--- src/design/fca_pkg.sv ---
// Shared types, codes and constants of the FAT chain allocator.
// No dependencies; the design modules, the checker and the testbench import this package.
`timescale 1ns / 1ps

package fca_pkg;

  // Fixed field widths.
  localparam int ENTRY_W   = 14;
  localparam int DS_W      = 13;
  localparam int LEN_W     = 25;
  localparam int IDX_OUT_W = 13;
  localparam int CNT_W     = 14;

  // Table entry codes: zero is a free block, all ones ends a chain.
  localparam logic [ENTRY_W-1:0] FAT_FREE = '0;
  localparam logic [ENTRY_W-1:0] FAT_END  = '1;

  localparam logic [LEN_W-1:0] MAX_FILE_BYTES = LEN_W'(16777216);
  localparam logic [DS_W-1:0]  DS_RESET       = DS_W'(10);

  // Defaults of the top-level parameters.
  localparam int NUM_BLOCKS_DEF  = 8192;
  localparam int BLOCK_BYTES_DEF = 4096;

  typedef enum logic [1:0] {
    ACT_ALLOC  = 2'd0,
    ACT_FREE   = 2'd1,
    ACT_EXTEND = 2'd2,
    ACT_TRUNC  = 2'd3
  } fca_action_t;

  typedef enum logic [1:0] {
    STAT_OK      = 2'd0,
    STAT_NO_FREE = 2'd1,
    STAT_CORRUPT = 2'd2
  } fca_status_t;

  typedef enum logic [4:0] {
    ST_CLEAR,
    ST_IDLE,
    ST_HEAD,
    ST_SCAN,
    ST_FREE,
    ST_FREE_RD,
    ST_EXT_CHK,
    ST_EXT_RD,
    ST_EXT_END,
    ST_TRN_CHK,
    ST_TRN_RD,
    ST_TRN_CUT,
    ST_TRN_CUT_RD,
    ST_TRN_FREE,
    ST_TRN_FREE_RD,
    ST_DONE
  } fca_state_t;

  // Request beat.
  typedef struct packed {
    logic [1:0]       action;
    logic [DS_W-1:0]  head_block;
    logic [LEN_W-1:0] byte_length;
  } fca_in_t;

  // Result beat.
  typedef struct packed {
    logic [1:0]           status;
    logic [IDX_OUT_W-1:0] block_index;
    logic [CNT_W-1:0]     blocks_changed;
  } fca_out_t;

  // Configuration beat: the data start register.
  typedef logic [DS_W-1:0] fca_ds_t;

endpackage

--- src/design/fca_ctrl.sv ---
// Request sequencer: walks and scans the allocation table one entry at a time.
// Depends on fca_pkg; drives the table through the fca_fat_ram ports.
`timescale 1ns / 1ps

module fca_ctrl #(
  parameter int NUM_BLOCKS  = fca_pkg::NUM_BLOCKS_DEF,
  parameter int BLOCK_BYTES = fca_pkg::BLOCK_BYTES_DEF,
  parameter int ADDR_W      = $clog2(NUM_BLOCKS)
) (
  input  logic                          clk,
  input  logic                          rst_n,
  // Request side.
  input  logic                          in_valid,
  output logic                          in_ready,
  input  fca_pkg::fca_in_t              in_data,
  // Data start register write.
  input  logic                          cfg_we,
  input  fca_pkg::fca_ds_t              cfg_data,
  // Result side.
  output logic                          res_valid,
  input  logic                          res_ready,
  output fca_pkg::fca_out_t             res_data,
  // Table port.
  output logic                          ram_we,
  output logic [ADDR_W-1:0]             ram_waddr,
  output logic [fca_pkg::ENTRY_W-1:0]   ram_wdata,
  output logic                          ram_re,
  output logic [ADDR_W-1:0]             ram_raddr,
  input  logic [fca_pkg::ENTRY_W-1:0]   ram_rdata
);
  import fca_pkg::*;

  localparam int CMP_W  = ENTRY_W + 1;
  localparam int ACC_W  = LEN_W + 1;
  localparam int SCAN_W = ((ADDR_W > DS_W) ? ADDR_W : DS_W) + 1;
  localparam int LIMIT  = (NUM_BLOCKS < int'(FAT_END)) ? NUM_BLOCKS : int'(FAT_END);

  fca_state_t          state_r, state_nxt;
  fca_action_t         act_r, act_nxt;
  fca_status_t         status_r, status_nxt;
  logic [DS_W-1:0]     ds_r;
  logic [ADDR_W-1:0]   clr_addr_r, clr_addr_nxt;
  logic [LEN_W-1:0]    len_r, len_nxt;
  logic [ACC_W-1:0]    acc_r, acc_nxt;
  logic [ADDR_W-1:0]   cur_r, cur_nxt;
  logic [ADDR_W-1:0]   fv_r, fv_nxt;
  logic [ENTRY_W-1:0]  v_r, v_nxt;
  logic [IDX_OUT_W-1:0] idx_r, idx_nxt;
  logic [CNT_W-1:0]    changed_r, changed_nxt;
  logic [SCAN_W-1:0]   scan_addr_r, scan_addr_nxt;
  logic                pend_r, pend_nxt;
  logic [ADDR_W-1:0]   paddr_r, paddr_nxt;

  logic                v_link;
  logic                more;
  logic [ADDR_W-1:0]   v_addr;
  logic [SCAN_W-1:0]   scan_start;

  // An entry is a link if it is neither free nor the end mark and points
  // inside the table.
  function automatic logic is_link(input logic [ENTRY_W-1:0] v);
    return (v != FAT_FREE) && (v != FAT_END) && (CMP_W'(v) < CMP_W'(NUM_BLOCKS));
  endfunction

  assign v_link     = is_link(v_r);
  assign v_addr     = v_r[ADDR_W-1:0];
  assign more       = (acc_r <= ACC_W'(len_r));
  assign scan_start = (ds_r == '0) ? SCAN_W'(1) : SCAN_W'(ds_r);

  assign res_data.status         = status_r;
  assign res_data.block_index    = idx_r;
  assign res_data.blocks_changed = changed_r;

  // Data start register.
  always_ff @(posedge clk) begin
    if (!rst_n) begin
      ds_r <= DS_RESET;
    end else if (cfg_we) begin
      ds_r <= cfg_data;
    end
  end

  // State register.
  always_ff @(posedge clk) begin
    if (!rst_n) begin
      state_r    <= ST_CLEAR;
      clr_addr_r <= '0;
      pend_r     <= 1'b0;
    end else begin
      state_r    <= state_nxt;
      clr_addr_r <= clr_addr_nxt;
      pend_r     <= pend_nxt;
    end
  end

  // Working registers of the current request.
  always_ff @(posedge clk) begin
    act_r       <= act_nxt;
    status_r    <= status_nxt;
    len_r       <= len_nxt;
    acc_r       <= acc_nxt;
    cur_r       <= cur_nxt;
    fv_r        <= fv_nxt;
    v_r         <= v_nxt;
    idx_r       <= idx_nxt;
    changed_r   <= changed_nxt;
    scan_addr_r <= scan_addr_nxt;
    paddr_r     <= paddr_nxt;
  end

  // Next state, table accesses and result bookkeeping.
  always_comb begin
    state_nxt     = state_r;
    act_nxt       = act_r;
    status_nxt    = status_r;
    clr_addr_nxt  = clr_addr_r;
    len_nxt       = len_r;
    acc_nxt       = acc_r;
    cur_nxt       = cur_r;
    fv_nxt        = fv_r;
    v_nxt         = v_r;
    idx_nxt       = idx_r;
    changed_nxt   = changed_r;
    scan_addr_nxt = scan_addr_r;
    pend_nxt      = pend_r;
    paddr_nxt     = paddr_r;
    in_ready      = 1'b0;
    res_valid     = 1'b0;
    ram_we        = 1'b0;
    ram_waddr     = cur_r;
    ram_wdata     = FAT_FREE;
    ram_re        = 1'b0;
    ram_raddr     = cur_r;

    unique case (state_r)
      // Clearing pass after reset: every entry becomes free.
      ST_CLEAR: begin
        ram_we    = 1'b1;
        ram_waddr = clr_addr_r;
        if (clr_addr_r == ADDR_W'(NUM_BLOCKS - 1)) begin
          state_nxt = ST_IDLE;
        end else begin
          clr_addr_nxt = clr_addr_r + 1'b1;
        end
      end

      // Take a request and start its walk or scan.
      ST_IDLE: begin
        in_ready = 1'b1;
        if (in_valid) begin
          act_nxt     = fca_action_t'(in_data.action);
          len_nxt     = (in_data.byte_length > MAX_FILE_BYTES) ?
                        MAX_FILE_BYTES : in_data.byte_length;
          acc_nxt     = ACC_W'(BLOCK_BYTES);
          changed_nxt = '0;
          status_nxt  = STAT_OK;
          idx_nxt     = '0;
          if (fca_action_t'(in_data.action) == ACT_ALLOC) begin
            scan_addr_nxt = scan_start;
            pend_nxt      = 1'b0;
            state_nxt     = ST_SCAN;
          end else if (CMP_W'(in_data.head_block) >= CMP_W'(NUM_BLOCKS)) begin
            status_nxt = STAT_CORRUPT;
            idx_nxt    = in_data.head_block;
            state_nxt  = ST_DONE;
          end else begin
            cur_nxt   = ADDR_W'(in_data.head_block);
            ram_re    = 1'b1;
            ram_raddr = ADDR_W'(in_data.head_block);
            state_nxt = ST_HEAD;
          end
        end
      end

      // Head entry arrives: a free head is a corrupt chain.
      ST_HEAD: begin
        if (ram_rdata == FAT_FREE) begin
          status_nxt = STAT_CORRUPT;
          idx_nxt    = IDX_OUT_W'(cur_r);
          state_nxt  = ST_DONE;
        end else begin
          v_nxt = ram_rdata;
          case (act_r)
            ACT_FREE:   state_nxt = ST_FREE;
            ACT_EXTEND: state_nxt = ST_EXT_CHK;
            default:    state_nxt = ST_TRN_CHK;
          endcase
        end
      end

      // First-fit scan, one read issued per cycle.
      ST_SCAN: begin
        if (pend_r && (ram_rdata == FAT_FREE)) begin
          pend_nxt = 1'b0;
          ram_we   = 1'b1;
          if (act_r == ACT_ALLOC) begin
            ram_waddr   = paddr_r;
            ram_wdata   = FAT_END;
            idx_nxt     = IDX_OUT_W'(paddr_r);
            changed_nxt = CNT_W'(1);
            state_nxt   = ST_DONE;
          end else begin
            ram_waddr = cur_r;
            ram_wdata = ENTRY_W'(paddr_r);
            cur_nxt   = paddr_r;
            state_nxt = ST_EXT_END;
          end
        end else if (scan_addr_r < SCAN_W'(LIMIT)) begin
          ram_re        = 1'b1;
          ram_raddr     = scan_addr_r[ADDR_W-1:0];
          pend_nxt      = 1'b1;
          paddr_nxt     = scan_addr_r[ADDR_W-1:0];
          scan_addr_nxt = scan_addr_r + 1'b1;
        end else if (pend_r) begin
          pend_nxt = 1'b0;
        end else begin
          status_nxt = STAT_NO_FREE;
          idx_nxt    = (act_r == ACT_ALLOC) ? '0 : IDX_OUT_W'(cur_r);
          state_nxt  = ST_DONE;
        end
      end

      // Free: release the current block and follow its link.
      ST_FREE: begin
        if (v_r == FAT_END) begin
          ram_we      = 1'b1;
          changed_nxt = changed_r + 1'b1;
          idx_nxt     = IDX_OUT_W'(cur_r);
          state_nxt   = ST_DONE;
        end else if (!v_link) begin
          status_nxt = STAT_CORRUPT;
          idx_nxt    = IDX_OUT_W'(cur_r);
          state_nxt  = ST_DONE;
        end else begin
          ram_we      = 1'b1;
          changed_nxt = changed_r + 1'b1;
          cur_nxt     = v_addr;
          ram_re      = 1'b1;
          ram_raddr   = v_addr;
          state_nxt   = ST_FREE_RD;
        end
      end

      ST_FREE_RD: begin
        v_nxt     = ram_rdata;
        state_nxt = ST_FREE;
      end

      // Extend: walk existing links, append a free block at the end.
      ST_EXT_CHK: begin
        if (!more) begin
          idx_nxt   = IDX_OUT_W'(cur_r);
          state_nxt = ST_DONE;
        end else begin
          acc_nxt = acc_r + ACC_W'(BLOCK_BYTES);
          if (v_r == FAT_END) begin
            scan_addr_nxt = scan_start;
            pend_nxt      = 1'b0;
            state_nxt     = ST_SCAN;
          end else if (v_link) begin
            ram_re    = 1'b1;
            ram_raddr = v_addr;
            state_nxt = ST_EXT_RD;
          end else begin
            status_nxt = STAT_CORRUPT;
            idx_nxt    = IDX_OUT_W'(cur_r);
            state_nxt  = ST_DONE;
          end
        end
      end

      ST_EXT_RD: begin
        if (ram_rdata == FAT_FREE) begin
          status_nxt = STAT_CORRUPT;
          idx_nxt    = IDX_OUT_W'(cur_r);
          state_nxt  = ST_DONE;
        end else begin
          cur_nxt   = v_addr;
          v_nxt     = ram_rdata;
          state_nxt = ST_EXT_CHK;
        end
      end

      // The new block becomes the end of the chain.
      ST_EXT_END: begin
        ram_we      = 1'b1;
        ram_wdata   = FAT_END;
        changed_nxt = changed_r + 1'b1;
        v_nxt       = FAT_END;
        state_nxt   = ST_EXT_CHK;
      end

      // Truncate: walk to the last block that is kept.
      ST_TRN_CHK: begin
        if (!more) begin
          state_nxt = ST_TRN_CUT;
        end else begin
          acc_nxt = acc_r + ACC_W'(BLOCK_BYTES);
          if (v_r == FAT_END) begin
            idx_nxt   = IDX_OUT_W'(cur_r);
            state_nxt = ST_DONE;
          end else if (!v_link) begin
            status_nxt = STAT_CORRUPT;
            idx_nxt    = IDX_OUT_W'(cur_r);
            state_nxt  = ST_DONE;
          end else begin
            ram_re    = 1'b1;
            ram_raddr = v_addr;
            state_nxt = ST_TRN_RD;
          end
        end
      end

      ST_TRN_RD: begin
        if (ram_rdata == FAT_FREE) begin
          status_nxt = STAT_CORRUPT;
          idx_nxt    = IDX_OUT_W'(cur_r);
          state_nxt  = ST_DONE;
        end else begin
          cur_nxt   = v_addr;
          v_nxt     = ram_rdata;
          state_nxt = ST_TRN_CHK;
        end
      end

      // The kept length is reached: cut the chain after the current block.
      ST_TRN_CUT: begin
        idx_nxt = IDX_OUT_W'(cur_r);
        if (v_r == FAT_END) begin
          state_nxt = ST_DONE;
        end else if (!v_link) begin
          status_nxt = STAT_CORRUPT;
          state_nxt  = ST_DONE;
        end else begin
          ram_re    = 1'b1;
          ram_raddr = v_addr;
          state_nxt = ST_TRN_CUT_RD;
        end
      end

      // Mark the new end. If the new end links to itself, the tail entry now
      // reads as the end mark.
      ST_TRN_CUT_RD: begin
        if (ram_rdata == FAT_FREE) begin
          status_nxt = STAT_CORRUPT;
          state_nxt  = ST_DONE;
        end else begin
          ram_we    = 1'b1;
          ram_wdata = FAT_END;
          fv_nxt    = v_addr;
          v_nxt     = (v_addr == cur_r) ? FAT_END : ram_rdata;
          state_nxt = ST_TRN_FREE;
        end
      end

      // Free the tail one block at a time; v_r holds the freed entry's link.
      ST_TRN_FREE: begin
        ram_we      = 1'b1;
        ram_waddr   = fv_r;
        changed_nxt = changed_r + 1'b1;
        if (v_r == FAT_END) begin
          state_nxt = ST_DONE;
        end else if (!v_link) begin
          status_nxt = STAT_CORRUPT;
          state_nxt  = ST_DONE;
        end else begin
          ram_re    = 1'b1;
          ram_raddr = v_addr;
          fv_nxt    = v_addr;
          state_nxt = ST_TRN_FREE_RD;
        end
      end

      ST_TRN_FREE_RD: begin
        if (ram_rdata == FAT_FREE) begin
          status_nxt = STAT_CORRUPT;
          state_nxt  = ST_DONE;
        end else begin
          v_nxt     = ram_rdata;
          state_nxt = ST_TRN_FREE;
        end
      end

      // Hand the result to the output register.
      ST_DONE: begin
        res_valid = 1'b1;
        if (res_ready) begin
          state_nxt = ST_IDLE;
        end
      end

      default: begin
        state_nxt = ST_IDLE;
      end
    endcase
  end

endmodule

--- config.mk ---
export PLATFORM = sky130hd
export DESIGN_NAME = fca_ctrl
export DESIGN_NICKNAME = d
export VERILOG_FILES = /design/src/design/fca_pkg.sv /design/src/design/fca_ctrl.sv
export SDC_FILE = /design/constraint.sdc
export NUM_CORES = 1
export LEC_CHECK = 0
export BUFFER_PORTS_ARGS = -buffer_cell sky130_fd_sc_hd__buf_4
export CAP_MARGIN = 25
export CORE_MARGIN = 2
export CORE_UTILIZATION = 50
export DETAILED_ROUTE_END_ITERATION = 10
export GPL_TIMING_DRIVEN = 0
export PLACE_DENSITY = 0.7
export SLEW_MARGIN = 20
export SYNTH_ARGS = -nofsm -noshare
export SYNTH_HDL_FRONTEND = slang
export SYNTH_SLANG_ARGS = --single-unit
--- constraint.sdc ---
create_clock -name clk -period 3.4 [get_ports clk]
set_clock_uncertainty 0.05 [all_clocks]
set_input_delay 0.34 -clock clk [delete_from_list [all_inputs] [get_ports clk]]
set_output_delay 0.34 -clock clk [all_outputs]
set_load 0.01 [all_outputs]
==> qor.csv, run 1 <==
metric,value,unit
status,"complete, no violations",
postRouteAntennaNets,0,
first_pass_iters,6,
largest_net_degree_at_the_start_of_global_routing,28,
cts_max_path_buffers,2,
synth_compound_area_frac,0.1752,
post_synth_fa_ha_maj_area_fraction,0.02376,
yosys.cell_types.count,76,
vias,9118,
number_of_flops_mapped_to_enable_cells_by_yosys,137,
setup_viol_count_final,0,
clock_insertion_delay_worst_skew,0.44,ns
cts_htree_levels,4,
synth_seq_cells,168,
clk_pin_slew,0.07,ns
synth_xor_area_frac,0.04816,
detailed_place_hpwl,24.24,mm
syn-cell-area,10000,µm²
clock_sink_count,168,
worst_hold_margin,0.05536,ns
post_synth_inst_count,1037,
tritoncts,done,
total_switching_power,1.016,mW
ys.flop_type,edfxtp_1,
startpoint_type,flop,
critPathKind,reg -> out,
first_pass_grt_wire_length,49.10,mm
cts_buffers,17,
sequential_cell_area,4735,µm²
syn-mean-instance-area,9.646,µm²
crit_required,3.01,ns
cellLeakagePower,4.865,nW
top_level_ports,145,
timing.max_slew.rel_slack,0.3473,
grt_setup_unrepaired,no,
initial_utilization,0.5123,
comb_power_share,0.042,
globalRoute.totalOverflow,0,
ir_drop,0.3405,mV
route.detailed.vias_per_inst,6.152,
final_common_cell,nand2_1,
ys_warn_count,0,
cts_root_buf,clkbuf_16,
cp.arrival,3.00,ns
drt-total-wl,32.10,mm
finalCritPeriodShare,0.9972,
layout_setup_ws,0.009459,ns
sequentialPowerShare,0.510,
timing.final.max_slew_violations,0,
critical_path.cell_chain,buf_2 > nor2_1 > a32oi_1 > a21boi_4 > nor2_2 > a221o_1 > buf_4,
die_height,145.4,µm
timing.final.hold_violations,0,
num_rows,51,
number_of_global_route_vias_before_repair,8695,
critPathCaptureType,primary output,
place.gp.congestion,0.9924,
worst_pin_slew,0.9726,ns
power.switching_fraction,0.2324,
synth_async_sr_flop_share,0,
fin_crit,3.391,ns
worstHoldPathType,in -> reg,
synth_fp_nets,1128,
floorplan.core_area,19530,µm²
dp_slack,0.2717,ns
first_iter_violations,1161,
fillers,1734,
p_clk_frac,0.448,
die_area,21150,µm²
layout-drive-gt1-share,0.1941,
place.port_buffers,143,
fraction_of_the_mapped_netlist_area_in_simple_logic_gates,0.2081,
antenna_found_initial,0,
synth_top_family_by_area,simple AND/OR/NAND/NOR gates,
remaining_design_rule_violation_count,0,
crit_slowest_cell,a32oi_1,
synth.area.mux_share,0.03139,
seq_area_frac_synth,0.4733,
critical-path-max-stage-delay,0.58,ns
layout-area-overhead-vs-synth,21.43,%
maxCapViolCount,0,
gr-usage-all-layers,0.2982,
p_per_area,359.8,nW/µm²
multi_input_area,4960,µm²
internal-power,3.355,mW
commonest_cells_after_routing_fill_and_taps_aside,"nand2_1, buf_4, edfxtp_1, nor2_1, a21oi_1",
r2r_setup_slack,0.37,ns
cp_max_fo,10,
die-width,145.4,µm
final_nets,1294,
routed_wire_length_per_instance,21.66,µm
fmax,294.9,MHz
[final timing paths]
path	from	end	cells past startpoint
setup / recovery	state_r[0]$_SDFFE_PN0P_	ram_raddr[0]	7
setup reg to reg	acc_r[22]$_SDFFCE_PN0P_	scan_addr_r[6]$_DFFE_PP_	8
hold / removal	in_data[39]	act_r[1]$_DFFE_PP_	1
hold reg to reg	ds_r[1]$_SDFFE_PN1P_	ds_r[1]$_SDFFE_PN1P_	2
[stage by stage]
stage | TNS, ns | total power [mW] | util | std cells | instance area (µm²)
detailed placement | 0 | 2.456 | 0.5873 | 1447 | 11470
CTS | 0 | 4.379 | 0.6191 | 1479 | 12090
finish | 0 | 4.371 | 0.6221 | 1482 | 12150
floorplan | 0 | 2.349 | - | 1037 | 10000
global placement | -3.392 | 2.453 | 0.5843 | 1445 | 11410
global route | 0 | 4.469 | 0.6219 | 1481 | 12140
[power groups by stage]
stage / sequential, mW / clock [mW] / combinational [mW]
after global placement: 2.27 / 0 / 0.179
after detailed placement: 2.27 / 0 / 0.181
after floorplan: 2.27 / 0 / 0.0792
after global routing: 2.23 / 2.04 / 0.199
after CTS: 2.23 / 1.97 / 0.182
final: 2.23 / 1.96 / 0.183
[cell families after synthesis]
family                   count (synthesis)
AND/OR/NAND/NOR                        422
AO/OA/AOI/OAI                          248
flip-flops                             168
buffers and inverters                   94
XOR/XNOR                                55
multiplexers                            31
adder cells (fa/ha/maj)                 19
[critical path: cells and delay by family (launching register included)]
family | cells | cell delay [ns]
buf+inv | 2 | 0.43
compound gates | 3 | 1.38
simple gates | 2 | 0.29
flops | 1 | 0.43
[metal layers]
metal  track usage  wire length (µm)  up-vias
met2        0.4718             14490      569
met3       0.05110              3427       90
met4        0.1186              1223        0
met5             0                 0        -
met1        0.4103             12960     4290
li1              -                 -     4169
[sequential cells by signal, indices dropped and copies added, names as in the netlist]
register	cells
clr_addr_r	13
len_r	25
fv_r	13
acc_r	14
cur_r	13
changed_r	14
scan_addr_r	14
status_r	2
idx_r	13
state_r	4
paddr_r	13
act_r	2
pend_r	1
ds_r	13
v_r	14
[area by class of cell]
type                       count  area share
multi-input combinational    775      0.4083
clock buffer                  20     0.03853
inverter                      32    0.009889
sequential                   168      0.3898
buffer                        62     0.02379
clock inverter                12    0.009786
antenna                        1   0.0002060
tap                          265     0.02730
timing repair buffer         147     0.09240
[what timing repair did]
action | CTS | global route
setup buffers | 0 | 1
resized for setup | 8 | 7
hold buffers | 0 | 0
setup endpoints to repair | 17 | 23
pin swaps | 0 | 3
[Yosys cell counts, types with 3 or more instances]
cell type    n  area share
o21ai_1     10      0.0050
buf_4        4      0.0030
o211ai_1     4      0.0030
clkbuf_1    33       0.012
xnor2_1     33       0.029
o31ai_1      4      0.0030
a22oi_1      3      0.0023
nor3_1      10      0.0050
o221ai_1     7      0.0061
nand2_1    154       0.058
o21ai_2      4      0.0035
a21boi_0     5      0.0038
mux2i_1     28       0.028
nand4_1     21       0.013
a21o_1      21       0.016
a21oi_1     61       0.031
mux2_1       3      0.0034
a222oi_1    21       0.021
nor2_1      76       0.029
a31oi_1      7      0.0044
nor3_2       3      0.0030
buf_1        4      0.0015
a22o_1       4      0.0035
dfxtp_1     31       0.062
and3_1      10      0.0063
ha_1        19       0.024
and2_1      30       0.019
nand3_1     21       0.011
or3_1        7      0.0044
xor2_1      22       0.019
o22ai_1      4      0.0025
a221o_1     15       0.015
nor4_1      18       0.011
inv_1       30       0.011
edfxtp_1   137        0.41
o21ai_0     48       0.024
nand2b_1    27       0.017
nor2b_1     31       0.019
buf_2       19      0.0095
No activity file was read; power rests on OpenSTA's default activity.
==> inputs of run 2 (changes only) <==
- CTS_BUF_LIST: default -> sky130_fd_sc_hd__clkbuf_4
==> run 2 against run 1 <==
Net effect:
- the run now ends with negative hold slack, negative setup slack left
- combinational power increased by 25%
- final cell count increased by 4.2%
- hold slack got worse by 0.059 ns
- via count increased by 3.2%
- clock power decreased by 37%
- sequential share of layout area decreased by 1.2 points
- worst setup slack got worse by 0.069 ns
- core utilization increased by 2.0 points
- power decreased by 15%
- critical path depth increased by 2
- largest power group unchanged
==> qor.csv, run 2 (synthesized netlist as in run 1, its figures left out) <==
metric,value,unit
antenna_found_initial,1,
crit_required,3.01,ns
worstHoldPathType,in -> reg,
sequential_cell_area,4735,µm²
cp_max_fo,3,
setup_viol_count_final,11,
vias,9408,
clock_sink_count,168,
cp.arrival,3.07,ns
final_design_area_no_fill,12530,µm²
critPathCaptureType,primary output,
dp_slack,0.2717,ns
maxCapViolCount,0,
postRouteAntennaNets,0,
p_per_area,295.1,nW/µm²
layout-area-overhead-vs-synth,25.24,%
drt-total-wl,33.12,mm
status,finished with violations,
min-delay-start,in_data[11],
worstHoldPathCells,2,
violations_in_the_final_reports,"negative hold slack, negative setup slack",
floorplan.core_area,19530,µm²
layout-drive-gt1-share,0.2044,
number_of_flip_flops_under_the_largest_register_name,25,
final_common_cell,buf_4,
die_height,145.4,µm
critPathKind,reg -> out,
routed_wire_length_per_instance,21.45,µm
cts_max_path_buffers,2,
number_of_global_route_vias_before_repair,8891,
num_rows,51,
gr-usage-all-layers,0.3051,
cts_buffers,17,
die_area,21150,µm²
r2r.worst_path.cells,9,
reg_with_most_ffs,len_r,
rr_endpoint,idx_r[7]$_SDFFCE_PN0P_,
final_nets,1355,
largest_net_degree_at_the_start_of_global_routing,28,
clock_insertion_delay_worst_skew,0.61,ns
multi_input_area,5034,µm²
initial_utilization,0.5123,
first_pass_grt_wire_length,50.19,mm
ir_drop,0.2215,mV
cellLeakagePower,5.015,nW
place.port_buffers,143,
top_level_ports,145,
timing.final.hold_violations,2,
die-width,145.4,µm
grt_setup_unrepaired,yes,
timing.final.max_slew_violations,0,
route.detailed.vias_per_inst,6.093,
place.gp.congestion,0.9924,
layout.core_utilization,0.6416,
tritoncts,done,
worst_hold_path.endpoint,len_r[11]$_SDFFCE_PN0P_,
r2r_setup_slack,0.17,ns
fillers,1686,
cts_root_buf,clkbuf_4,
globalRoute.totalOverflow,0,
fmax,289.1,MHz
detailed_place_hpwl,24.24,mm
first_pass_iters,6,
first_iter_violations,1197,
startpoint_type,flop,
commonest_cells_after_routing_fill_and_taps_aside,"buf_4, nand2_1, edfxtp_1, nor2_1, a21oi_1",
timing.max_slew.rel_slack,0.3692,
clk_pin_slew,0.15,ns
finalCritPeriodShare,1.017,
worst_r2r_startpoint,acc_r[22]$_SDFFCE_PN0P_,
worst_pin_slew,0.9399,ns
remaining_design_rule_violation_count,0,
postPlaceCellArea,11470,µm²
fin_crit,3.459,ns
cts_htree_levels,4,
layout_setup_ws,-0.05937,ns
worst_hold_margin,-0.003405,ns
setup-tns-final,-0.2394,ns
## run 2: cell count changes in the layout (fill, tap and decap cells not counted), sizes merged
cell	previous run	this run
buf	174	189
bufinv	0	1
clkbuf	55	51
clkinv	3	4
diode	1	2
dlygate4sd3	0	47
o21ai	62	63
## run 2: worst max-delay path, cell delays in order, from the launching register on
cell and delay [ns]:
edfxtp_1 0.44, ha_1 0.31, nand4b_1 0.18, o21ai_1 0.08, a211o_1 0.32, o21ai_4 0.27, a21boi_4 0.13, o21a_1 0.20
a221o_1 0.38, buf_6 0.14
## run 2: what timing repair did
action / CTS / global route
setup buffers: 7 / 8
gates resized for setup: 18 / 20
hold buffers: 47 / 0
hold endpoints to repair: 47 / 0
pin swaps: 7 / 13
endpoints found under the setup margin: 36 / 38
gates cloned: 0 / 1
## run 2: cell type report
cell class / instances / area share
Clock inverter: 14 / 0.01218
Inverter: 32 / 0.009587
Sequential cell: 168 / 0.3779
Tap cell: 265 / 0.02647
Clock buffer: 18 / 0.01079
Buffer: 61 / 0.02357
Multi-Input combinational cell: 776 / 0.4018
Timing Repair Buffer: 208 / 0.1373
Antenna cell: 2 / 0.0003995
## run 2: worst max path at each step
stage / slack, ns / endpoint / startpoint
2_1_floorplan: 0.67 / idx_r[0]$_SDFFCE_PN0P_ / ram_rdata[2]
3_3_place_gp: -0.24 / changed_r[4]$_SDFFCE_PN0P_ / v_r[2]$_DFFE_PP_
3_5_place_dp: 0.27 / idx_r[11]$_SDFFCE_PN0P_ / ram_rdata[7]
4_1_cts: -0.006 / ram_raddr[0] / acc_r[24]$_SDFFCE_PN0P_
5_1_grt: -0.13 / ram_raddr[2] / len_r[23]$_SDFFCE_PN0P_
6_report: -0.06 / ram_raddr[2] / acc_r[22]$_SDFFCE_PN0P_
## run 2: per-stage QoR
step,std cells,hold WS [ns],total power [mW]
final,1544,-0.003405,3.696
after global routing,1543,0.005877,3.788
after CTS,1533,0.0004091,3.688
after detailed placement,1447,0.4498,2.456
after global placement,1445,0.4359,2.453
after floorplan,1037,0.3889,2.349
## run 2: routing by layer
layer / up-vias / GRT usage / wire, µm
met5: - / 0 / 0
met4: 0 / 0.1010 / 1195
met3: 96 / 0.05329 / 3209
met2: 578 / 0.4960 / 15260
met1: 4437 / 0.4161 / 13450
li1: 4297 / - / -
## run 2: report_power, final
| group | switching, mW | total (mW) | internal [mW] |
|---|---|---|---|
| logic | 0.0922 | 0.229 | 0.137 |
| clock network | 0.832 | 1.24 | 0.406 |
| registers | 0.0124 | 2.23 | 2.22 |
==> inputs of run 3 (changes only) <==
- clock period: 3.4 -> 3.8 ns (I/O delays scaled with it)
==> run 3 against run 2 <==
Net effect:
- the run now ends clean
- clock-buffer cell count stayed put
- final area is 3.3% lower
- final cell count is 2.0% lower
- global-route usage is 0.67 points lower
- first-iteration DRC count is 5.4% higher
- sequential power is 11% lower
- sequential cell count stayed put
- sequential share of layout area is 1.3 points higher
- die area stayed put
- via count is 1.7% lower
- core utilization is 2.1 points lower
==> qor.csv, run 3 (synthesized netlist as in run 1, its figures left out) <==
metric,value,unit
commonest_cells_after_routing_fill_and_taps_aside,"nand2_1, buf_4, edfxtp_1, nor2_1, a21oi_1",
dp_slack,0.6317,ns
number_of_global_route_vias_before_repair,8702,
layout-area-overhead-vs-synth,21.09,%
fin_crit,3.763,ns
floorplan.core_area,19530,µm²
die_area,21150,µm²
remaining_design_rule_violation_count,0,
critPathKind,reg -> out,
die-width,145.4,µm
p_per_area,270.8,nW/µm²
comb_power_share,0.058,
worst_pin_slew,0.9732,ns
finalNonFillerCells,1513,
cp.arrival,3.33,ns
place.port_buffers,143,
cts_max_path_buffers,2,
crit_required,3.37,ns
layout.core_utilization,0.6203,
number_of_flip_flops_under_the_largest_register_name,25,
place.gp.congestion,0.9924,
setup_viol_count_final,0,
final_design_area_no_fill,12110,µm²
final_nets,1323,
final_common_cell,nand2_1,
internal-power,2.458,mW
cts_buffers,17,
postRouteAntennaNets,0,
layout-drive-gt1-share,0.1855,
antenna_found_initial,1,
timing.final.max_slew_violations,0,
placed_cells_incl_taps,1447,
maxCapViolCount,0,
layout_setup_ws,0.03745,ns
tritoncts,done,
cts_root_buf,clkbuf_4,
fmax,265.8,MHz
clock_insertion_delay_worst_skew,0.60,ns
startpoint_type,flop,
power.switching_fraction,0.2508,
largest_net_degree_at_the_start_of_global_routing,28,
timing.final.hold_violations,0,
reg_with_most_ffs,len_r,
cts_htree_levels,4,
ir_drop,0.1967,mV
die_height,145.4,µm
globalRoute.totalOverflow,0,
detailed_place_hpwl,24.24,mm
finalCritPeriodShare,0.9901,
critPathCaptureType,primary output,
status,"complete, no violations",
clock_sink_count,168,
worstHoldPathType,in -> reg,
sequentialPowerShare,0.608,
vias,9250,
first_pass_iters,8,
first_iter_violations,1262,
worst_hold_margin,0.01675,ns
num_rows,51,
route.detailed.vias_per_inst,6.114,
gr-usage-all-layers,0.2984,
drt-total-wl,32.25,mm
initial_utilization,0.5123,
p_clk_frac,0.334,
postPlaceCellArea,11470,µm²
fillers,1737,
timing.max_slew.rel_slack,0.3468,
cp_max_fo,10,
routed_wire_length_per_instance,21.31,µm
total_switching_power,0.8229,mW
top_level_ports,145,
cellLeakagePower,4.834,nW
first_pass_grt_wire_length,49.16,mm
clk_pin_slew,0.15,ns
run 3: cell types whose count changed in the layout (fill, tap and decap cells not counted), sizes merged:
cell	delta
buf	-16
o21ai	-1
dlygate4sd3	-17
clkbuf	+2
diode	+1
run 3: per-layer routing:
metal	vias to the layer above	routed length, µm	track usage
li1	4232	-	-
met1	4337	13240	0.4113
met2	597	14680	0.4796
met3	84	3258	0.05204
met4	0	1071	0.1000
met5	-	0	0
run 3: critical path: stages, from the launching register on:
cell      delay [ns]
edfxtp_1        0.58
nor4_1          0.46
a41o_1          0.33
clkbuf_1        0.56
nor2_1          0.22
a221o_1         0.43
buf_4           0.16
run 3: layout make-up:
cell class / count / area (µm²) / area share
Timing Repair Buffer: 176 / 1415 / 0.1168
Buffer: 62 / 286.5 / 0.02365
Multi-Input combinational cell: 775 / 4930 / 0.4070
Clock inverter: 14 / 152.6 / 0.01260
Antenna cell: 3 / 7.507 / 0.0006198
Clock buffer: 18 / 135.1 / 0.01116
Inverter: 32 / 120.1 / 0.009916
Sequential cell: 168 / 4735 / 0.3909
Tap cell: 265 / 331.6 / 0.02737
run 3: stage by stage:
step | setup TNS (ns) | power (mW)
after floorplan | 0 | 2.102
after global placement | 0 | 2.195
after detailed placement | 0 | 2.197
after CTS | 0 | 3.283
after global routing | -0.01864 | 3.371
final | 0 | 3.281
run 3: path summary, 6_finish.rpt:
kind / slack, ns / end / from / cells past startpoint
worst max-delay path: 0.04 / ram_raddr[2] / v_r[6]$_DFFE_PP_ / 6
worst min-delay path: 0.02 / v_r[0]$_DFFE_PP_ / ram_rdata[0] / 2
worst max register to register: 0.75 / idx_r[8]$_SDFFCE_PN0P_ / acc_r[21]$_SDFFCE_PN0P_ / 8
worst min register to register: 0.49 / ds_r[1]$_SDFFE_PN1P_ / ds_r[1]$_SDFFE_PN1P_ / 2
run 3: repair_timing:
| action | in CTS | in global routing |
|---|---|---|
| endpoints found under the hold margin | 26 | 4 |
| gates resized for setup | 0 | 7 |
| setup buffers | 0 | 0 |
| hold buffers | 26 | 4 |
| endpoints found under the setup margin | 0 | 28 |
run 3: power by group through the flow:
stage               sequential [mW]  combinational (mW)  clock, mW
global placement               2.03               0.160          0
floorplan                      2.03              0.0709          0
detailed placement             2.04               0.162          0
finish                         1.99               0.189       1.10
CTS                            1.99               0.183       1.11
global route                   2.00               0.204       1.17
